==> src/sv/x25fp_pkg.sv <==
// Shared types and constants for the X.25 facilities field parser.
// Used by every module of the block; depends on nothing.
package x25fp_pkg;

  // Element class, taken from the top two bits of a code byte
  localparam logic [1:0] CLS_A = 2'b00;
  localparam logic [1:0] CLS_B = 2'b01;
  localparam logic [1:0] CLS_C = 2'b10;
  localparam logic [1:0] CLS_D = 2'b11;

  // Facility codes that are captured
  localparam logic [7:0] FAC_REVERSE = 8'h01;
  localparam logic [7:0] FAC_THRUPUT = 8'h02;
  localparam logic [7:0] FAC_PKTSIZE = 8'h42;
  localparam logic [7:0] FAC_WINSIZE = 8'h43;

  // One input beat as held in the input register
  typedef struct packed {
    logic [7:0] data_byte;
    logic       start_req;
  } beat_t;

  // One result item
  typedef struct packed {
    logic       reverse_charge;
    logic [7:0] throughput;
    logic [7:0] pkt_size_in;
    logic [7:0] pkt_size_out;
    logic [7:0] win_size_in;
    logic [7:0] win_size_out;
    logic [8:0] bytes_used;
    logic       malformed;
  } result_t;

endpackage

==> src/sv/x25fp_in_stage.sv <==
// Input register of the facilities parser: holds one accepted beat.
// Depends on x25fp_pkg.
module x25fp_in_stage (
  input  logic             clk,
  input  logic             rst,
  input  logic             in_valid,
  output logic             in_stall,
  input  x25fp_pkg::beat_t in_beat,
  input  logic             advance,
  output logic             held_valid,
  output x25fp_pkg::beat_t held_beat
);
  import x25fp_pkg::*;

  logic accept;

  assign in_stall = held_valid && !advance;
  assign accept   = in_valid && !in_stall;

  always_ff @(posedge clk) begin
    if (rst) begin
      held_valid <= 1'b0;
    end else if (accept) begin
      held_valid <= 1'b1;
    end else if (advance) begin
      held_valid <= 1'b0;
    end
  end

  always_ff @(posedge clk) begin
    if (accept) begin
      held_beat <= in_beat;
    end
  end

endmodule

==> src/sv/x25fp_walker.sv <==
// Facility element walker: field and element state plus captured values.
// Decodes one held beat per step and builds the result. Depends on x25fp_pkg.
module x25fp_walker (
  input  logic               clk,
  input  logic               rst,
  input  x25fp_pkg::beat_t   beat,
  input  logic               step,
  output logic               emit,
  output x25fp_pkg::result_t result
);
  import x25fp_pkg::*;

  logic       in_field,      in_field_next;
  logic [7:0] remaining,     remaining_next;
  logic [7:0] stated_length, stated_length_next;
  logic [7:0] element_code,  element_code_next;
  logic [7:0] element_left,  element_left_next;
  logic [1:0] element_pos,   element_pos_next;
  logic       cap_rev,       cap_rev_next;
  logic [7:0] cap_thr,       cap_thr_next;
  logic [7:0] cap_pin,       cap_pin_next;
  logic [7:0] cap_pout,      cap_pout_next;
  logic [7:0] cap_win,       cap_win_next;
  logic [7:0] cap_wout,      cap_wout_next;
  logic       bad;

  always_comb begin
    in_field_next      = in_field;
    remaining_next     = remaining;
    stated_length_next = stated_length;
    element_code_next  = element_code;
    element_left_next  = element_left;
    element_pos_next   = element_pos;
    cap_rev_next       = cap_rev;
    cap_thr_next       = cap_thr;
    cap_pin_next       = cap_pin;
    cap_pout_next      = cap_pout;
    cap_win_next       = cap_win;
    cap_wout_next      = cap_wout;
    emit               = 1'b0;
    bad                = 1'b0;

    if (beat.start_req) begin
      // length byte: clear everything and open a new field, or emit at once if zero
      cap_rev_next       = 1'b0;
      cap_thr_next       = 8'd0;
      cap_pin_next       = 8'd0;
      cap_pout_next      = 8'd0;
      cap_win_next       = 8'd0;
      cap_wout_next      = 8'd0;
      stated_length_next = beat.data_byte;
      remaining_next     = beat.data_byte;
      element_code_next  = 8'd0;
      element_left_next  = 8'd0;
      element_pos_next   = 2'd0;
      if (beat.data_byte == 8'd0) begin
        in_field_next = 1'b0;
        emit          = 1'b1;
      end else begin
        in_field_next = 1'b1;
      end
    end else if (in_field) begin
      if (element_left == 8'd0) begin
        // code byte of a new element
        element_code_next = beat.data_byte;
        element_pos_next  = 2'd0;
        case (beat.data_byte[7:6])
          CLS_A:   element_left_next = 8'd1;
          CLS_B:   element_left_next = 8'd2;
          CLS_C:   element_left_next = 8'd3;
          default: element_left_next = 8'd1; // class D: length byte next
        endcase
      end else if (element_code[7:6] == CLS_D) begin
        if (element_pos == 2'd0) begin
          element_left_next = beat.data_byte;
          element_pos_next  = 2'd1;
        end else begin
          element_left_next = element_left - 8'd1;
        end
      end else begin
        if (element_code == FAC_REVERSE && element_pos == 2'd0) begin
          cap_rev_next = beat.data_byte[0];
        end else if (element_code == FAC_THRUPUT && element_pos == 2'd0) begin
          cap_thr_next = beat.data_byte;
        end else if (element_code == FAC_PKTSIZE && element_pos == 2'd0) begin
          cap_pin_next = beat.data_byte;
        end else if (element_code == FAC_PKTSIZE && element_pos == 2'd1) begin
          cap_pout_next = beat.data_byte;
        end else if (element_code == FAC_WINSIZE && element_pos == 2'd0) begin
          cap_win_next = beat.data_byte;
        end else if (element_code == FAC_WINSIZE && element_pos == 2'd1) begin
          cap_wout_next = beat.data_byte;
        end
        element_left_next = element_left - 8'd1;
        element_pos_next  = element_pos + 2'd1;
      end

      remaining_next = remaining - 8'd1;
      if (remaining_next == 8'd0) begin
        in_field_next = 1'b0;
        emit          = 1'b1;
        bad           = (element_left_next != 8'd0);
      end
    end
  end

  always_comb begin
    result.reverse_charge = cap_rev_next;
    result.throughput     = cap_thr_next;
    result.pkt_size_in    = cap_pin_next;
    result.pkt_size_out   = cap_pout_next;
    result.win_size_in    = cap_win_next;
    result.win_size_out   = cap_wout_next;
    result.bytes_used     = {1'b0, stated_length_next} + 9'd1;
    result.malformed      = bad;
  end

  always_ff @(posedge clk) begin
    if (rst) begin
      in_field      <= 1'b0;
      remaining     <= 8'd0;
      stated_length <= 8'd0;
      element_code  <= 8'd0;
      element_left  <= 8'd0;
      element_pos   <= 2'd0;
      cap_rev       <= 1'b0;
      cap_thr       <= 8'd0;
      cap_pin       <= 8'd0;
      cap_pout      <= 8'd0;
      cap_win       <= 8'd0;
      cap_wout      <= 8'd0;
    end else if (step) begin
      in_field      <= in_field_next;
      remaining     <= remaining_next;
      stated_length <= stated_length_next;
      element_code  <= element_code_next;
      element_left  <= element_left_next;
      element_pos   <= element_pos_next;
      cap_rev       <= cap_rev_next;
      cap_thr       <= cap_thr_next;
      cap_pin       <= cap_pin_next;
      cap_pout      <= cap_pout_next;
      cap_win       <= cap_win_next;
      cap_wout      <= cap_wout_next;
    end
  end

endmodule

==> src/sv/x25fp_out_stage.sv <==
// Result register of the facilities parser: holds one result beat
// until the receiver takes it. Depends on x25fp_pkg.
module x25fp_out_stage (
  input  logic               clk,
  input  logic               rst,
  input  logic               load,
  input  x25fp_pkg::result_t load_result,
  output logic               slot_free,
  output logic               out_valid,
  input  logic               out_stall,
  output x25fp_pkg::result_t out_result
);
  import x25fp_pkg::*;

  assign slot_free = !out_valid || !out_stall;

  always_ff @(posedge clk) begin
    if (rst) begin
      out_valid <= 1'b0;
    end else if (slot_free) begin
      out_valid <= load;
    end
  end

  always_ff @(posedge clk) begin
    if (load) begin
      out_result <= load_result;
    end
  end

endmodule

==> src/sv/x25_facility_parser.sv <==
// X.25 facilities field parser, top level. Depends on x25fp_pkg and submodules.
// Throughput: one byte per cycle, sustained, while results are taken.
// A field's last byte passes the input register, then is decoded into the
// result register, where its result becomes valid.
// The input stalls only when a byte that ends a field meets a full, stalled
// result register. Synchronous reset clears valids, field state and captures.
module x25_facility_parser (
  input  logic       clk,
  input  logic       rst,
  input  logic       in_valid,
  output logic       in_stall,
  input  logic [7:0] data_byte,
  input  logic       start_req,
  output logic       out_valid,
  input  logic       out_stall,
  output logic       reverse_charge,
  output logic [7:0] throughput,
  output logic [7:0] pkt_size_in,
  output logic [7:0] pkt_size_out,
  output logic [7:0] win_size_in,
  output logic [7:0] win_size_out,
  output logic [8:0] bytes_used,
  output logic       malformed
);
  import x25fp_pkg::*;

  beat_t   in_beat;
  beat_t   held_beat;
  logic    held_valid;
  logic    advance;
  logic    emit;
  logic    load;
  logic    slot_free;
  result_t walk_result;
  result_t out_result;

  assign in_beat.data_byte = data_byte;
  assign in_beat.start_req = start_req;

  // advance the held beat unless it ends a field and the result slot is busy
  assign advance = held_valid && (!emit || slot_free);
  assign load    = advance && emit;

  x25fp_in_stage u_in (
    .clk        (clk),
    .rst        (rst),
    .in_valid   (in_valid),
    .in_stall   (in_stall),
    .in_beat    (in_beat),
    .advance    (advance),
    .held_valid (held_valid),
    .held_beat  (held_beat)
  );

  x25fp_walker u_walk (
    .clk    (clk),
    .rst    (rst),
    .beat   (held_beat),
    .step   (advance),
    .emit   (emit),
    .result (walk_result)
  );

  x25fp_out_stage u_out (
    .clk         (clk),
    .rst         (rst),
    .load        (load),
    .load_result (walk_result),
    .slot_free   (slot_free),
    .out_valid   (out_valid),
    .out_stall   (out_stall),
    .out_result  (out_result)
  );

  assign reverse_charge = out_result.reverse_charge;
  assign throughput     = out_result.throughput;
  assign pkt_size_in    = out_result.pkt_size_in;
  assign pkt_size_out   = out_result.pkt_size_out;
  assign win_size_in    = out_result.win_size_in;
  assign win_size_out   = out_result.win_size_out;
  assign bytes_used     = out_result.bytes_used;
  assign malformed      = out_result.malformed;

  a_load_has_slot : assert property (@(posedge clk) disable iff (rst)
    load |-> (!out_valid || !out_stall))
    else $error("result loaded over a stalled result");

  a_stall_needs_beat : assert property (@(posedge clk) disable iff (rst)
    in_stall |-> (held_valid && emit && out_valid && out_stall))
    else $error("input stalled without a blocked result");

  a_used_nonzero : assert property (@(posedge clk) disable iff (rst)
    out_valid |-> (bytes_used != 9'd0))
    else $error("result with zero bytes used");

  a_malformed_len : assert property (@(posedge clk) disable iff (rst)
    (out_valid && malformed) |-> (bytes_used >= 9'd2))
    else $error("malformed flag on an empty field");

endmodule
==> config.mk <==
export PLATFORM = sky130hd
export DESIGN_NAME = x25_facility_parser
export DESIGN_NICKNAME = d
export VERILOG_FILES = /design/src/sv/x25fp_pkg.sv /design/src/sv/x25fp_in_stage.sv /design/src/sv/x25fp_walker.sv /design/src/sv/x25fp_out_stage.sv /design/src/sv/x25_facility_parser.sv
export SDC_FILE = /design/constraint.sdc
export NUM_CORES = 1
export LEC_CHECK = 0
export ABC_AREA = 1
export BUFFER_PORTS_ARGS = -buffer_cell sky130_fd_sc_hd__buf_4
export CAP_MARGIN = 25
export CORE_UTILIZATION = 55
export CTS_CLUSTER_DIAMETER = 30
export DETAILED_ROUTE_END_ITERATION = 12
export HOLD_SLACK_MARGIN = 0.06
export PLACE_DENSITY_LB_ADDON = 0.15
export SLEW_MARGIN = 20
export SYNTH_ARGS = -nofsm -noshare
export SYNTH_HDL_FRONTEND = slang
export SYNTH_HIERARCHICAL = 1
export SYNTH_SLANG_ARGS = --single-unit
==> constraint.sdc <==
create_clock -name clk -period 4 [get_ports clk]
set_clock_uncertainty 0.1 [all_clocks]
set_input_delay 0.8 -clock clk [delete_from_list [all_inputs] [get_ports clk]]
set_output_delay 0.8 -clock clk [all_outputs]
set_load 0.02 [all_outputs]
==> metrics.md <==
| Metric | Value |
|---|---|
| Status | `finished clean` |
| Global route overflow | `0` |
| Layout cell share with drive strength beyond 1 | `0.199` |
| Register bit count reported by yosys | `138` |
| IO Port Bufs | `65` |
| CTS root buffer | `clkbuf_16` |
| Slew @ Worst Pin | `0.856 ns` |
| PostCTS Resize Cnt | `0` |
| CP endpoint kind | `output port` |
| Min Tclk post-route | `3.28 ns` |
| Initial antenna violation count | `0` |
| Core Region | `12000 µm²` |
| Most common cell after layout, fill and taps aside | `nand2_1` |
| Reg2reg path depth | `14` |
| WL final | `15.0 mm` |
| DRC | `0` |
| Power density over the cells | `415 nW/µm²` |
| Iter 0 DRT Violations | `452` |
| Slew Limit Headroom | `0.429` |
| DRT antenna net count | `0` |
| Nets | `888` |
| Via count | `5504` |
| Yosys top cell area share | `0.266` |
| Initial Utilization | `0.563` |
| Top cells by area, synth | `edfxtp_1 (27%), dfxtp_1 (23%), nand2_1 (8.4%)` |
| Clock buffer depth | `2` |
| Fin Setup TNS | `0 ns` |
| Pin count of the biggest net entering global routing | `86` |
| Gr usage total | `0.247` |
| Num CTS Buffers | `17` |
| FP Rows | `40` |
| H-tree Lvls | `4` |
| Cell taking the most area after synthesis | `edfxtp_1` |
| Commonest non-fill, non-tap cells in the layout | `nand2_1 (151), inv_1 (142), dfxtp_1 (78)` |
| Die Area | `12800 µm²` |
| Distinct cell type count after synthesis | `39` |
| Io pins | `66` |
| First-pass GRT wire length | `24.2 mm` |
| Peak VDD IR | `0.246 mV` |
| Hold Crit Start | `u_walk/element_left[1]` |
| Net Count, Synth | `826` |
| Fin. Hold Viols | `0` |
| Vias/cell | `5.36` |
| Sink Count | `138` |
| Yosys warns | `6` |
| TritonCTS clock tree | `built` |
| Hold worst-path end | `u_walk/element_left[1]` |
| RSZ-0062 raised after global routing | `no` |
| Data arrival, critical path | `2.38 ns` |
| WL per Instance | `14.6 µm` |
| Clock Pin Slew Worst Setup and Hold Paths | `0.05 ns` |
| Clock Latency Late Sink | `0.42 ns` |
| Post CTS Setup Buffer Count | `0` |
| Fin. max-slew vios | `0` |
| Die width | `113 µm` |
| Final setup violation count | `0` |
| Cells after Synth | `804` |
| Crit Path Category | `flip-flop to output port` |
| Final period utilization | `0.821` |
| Flop-to-flop setup slack | `1.04 ns` |
| Vias in the first global route | `5066` |
| Seq/Total Area, Yosys | `0.497` |
| P_leak | `3.68 nW` |
| First drt pass iteration count | `5` |
| # fillers | `1017` |
| Worst hold path depth | `2` |
| Die Ht | `113 µm` |
| Area Overhead vs Synth | `16.5%` |
| Post-Layout Cell Count | `1026` |
| CP Max Fanout | `4` |
| FF-to-FF End | `u_walk/cap_pout[0]` |
| Critical Path RT | `3.10 ns` |
| Post-CTS Hold Buffers | `0` |
| Fmax achieved | `305 MHz` |
| Worst hold path type | `flip-flop to flip-flop` |
| Synthesized area per cell | `8.42 µm²` |
| Worst R2R Start | `u_walk/remaining[0]` |
| Cells after DPL | `994` |
| HPWL after detailed placement | `10.0 mm` |
| N_diodes | `0` |
| Cell Area, Synth | `6770 µm²` |
| Setup crit start kind | `flip-flop` |
| Max Cap Viol | `0` |
| RePlAce Congestion | `0.901` |
-- final cells by class --
| type | count | area, µm² | area share |
|---|---|---|---|
| sequential | 138 | 3360 | 0.427 |
| multi-input combinational | 483 | 2690 | 0.341 |
| inverter | 154 | 586 | 0.0743 |
| timing repair buffer | 72 | 541 | 0.0686 |
| clock buffer | 21 | 440 | 0.0559 |
| tap | 147 | 184 | 0.0233 |
| clock inverter | 11 | 80.1 | 0.0102 |
-- how the worst max path moves through the flow --
stage	endpoint	from	slack, ns	depth (start not counted)
floorplan	u_out/out_result[0]	u_walk/remaining[0]	1.14	12
global placement	u_out/out_result[0]	u_in/held_beat[8]	1.21	9
detailed placement	u_out/out_result[0]	u_walk/remaining[0]	1.09	13
CTS	in_stall	u_walk/remaining[0]	0.73	15
global route	in_stall	u_walk/remaining[0]	0.52	15
finish	in_stall	u_walk/remaining[0]	0.72	15
-- logic make-up (layout without fill, tap and decap cells) --
group,count (synthesis),after routing,share of synthesized area
AOI/OAI and AO/OA,168,168,0.140
xor gates and xnor gates,10,10,0.0129
adders and majority gates,9,9,0.0166
buffers and inverters,183,258,0.107
DFF,138,138,0.497
and+or+nand+nor,296,296,0.227
-- through the flow --
| stage | cell area (µm²) | total power [mW] | worst slack, ns | util | hold WS (ns) |
|---|---|---|---|---|---|
| 2_1_floorplan | 6770 | 1.82 | 1.14 | - | 0.344 |
| 3_3_place_gp | 7360 | 1.88 | 1.21 | 0.613 | 0.353 |
| 3_5_place_dp | 7360 | 1.90 | 1.09 | 0.613 | 0.360 |
| 4_1_cts | 7880 | 3.30 | 0.732 | 0.656 | 0.369 |
| 5_1_grt | 7880 | 3.41 | 0.521 | 0.656 | 0.387 |
| 6_report | 7880 | 3.27 | 0.718 | 0.656 | 0.367 |
-- worst max-delay path: stages, from the launching register on --
cell and delay (ns):
dfxtp_1 0.33, inv_1 0.10, ha_1 0.19, nand2_1 0.08
nor2_1 0.15, nand2_1 0.07, nand2_1 0.06, o21ai_0 0.14
nor2_1 0.18, nand3_1 0.12, nand2_1 0.15, a21oi_4 0.08
inv_1 0.06, nand2_2 0.06, inv_2 0.06, buf_4 0.13
-- layer usage --
layer  track usage  share of wire
met3        0.0648          0.059
met4        0.0939          0.018
met5             0              0
met2         0.412           0.49
met1         0.310           0.43
-- where the power goes --
part,switching [mW],total [mW],internal (mW)
Clock,0.553,1.39,0.838
Sequential,0.0319,1.56,1.53
Combinational,0.220,0.321,0.101
Total,0.805,3.27,2.47
-- state kept, by name (all words and copies together), names as in the netlist, 2 cells and up --
name,flops
u_in/held_beat,9
u_out/out_result,51
u_walk/cap_pin,8
u_walk/cap_pout,8
u_walk/cap_thr,8
u_walk/cap_win,8
u_walk/cap_wout,8
u_walk/element_code,8
u_walk/element_left,8
u_walk/element_pos,2
u_walk/remaining,8
u_walk/stated_length,8
-- Yosys cell counts --
library cell / count
inv_1: 143
a211oi_1: 1
nand3_1: 66
a31oi_1: 5
a21oi_2: 17
buf_4: 4
a21oi_1: 64
nor2_2: 5
inv_6: 1
buf_2: 5
o21a_1: 1
o21ai_0: 70
nand2_4: 6
nand3_2: 19
edfxtp_1: 60
o21bai_1: 1
xor2_1: 7
nand4_1: 6
nand2_8: 1
inv_4: 1
o21ai_2: 3
clkbuf_1: 18
nor2_1: 24
nor2_4: 9
clkinv_1: 2
nand2_2: 5
o21ai_1: 3
dfxtp_1: 78
o211ai_1: 1
buf_6: 1
xnor2_1: 3
ha_1: 9
inv_2: 7
buf_1: 1
o22ai_1: 1
nand2_1: 151
o21bai_4: 1
nor2_8: 3
nor3b_1: 1
Power figures use the tool's default switching activity.
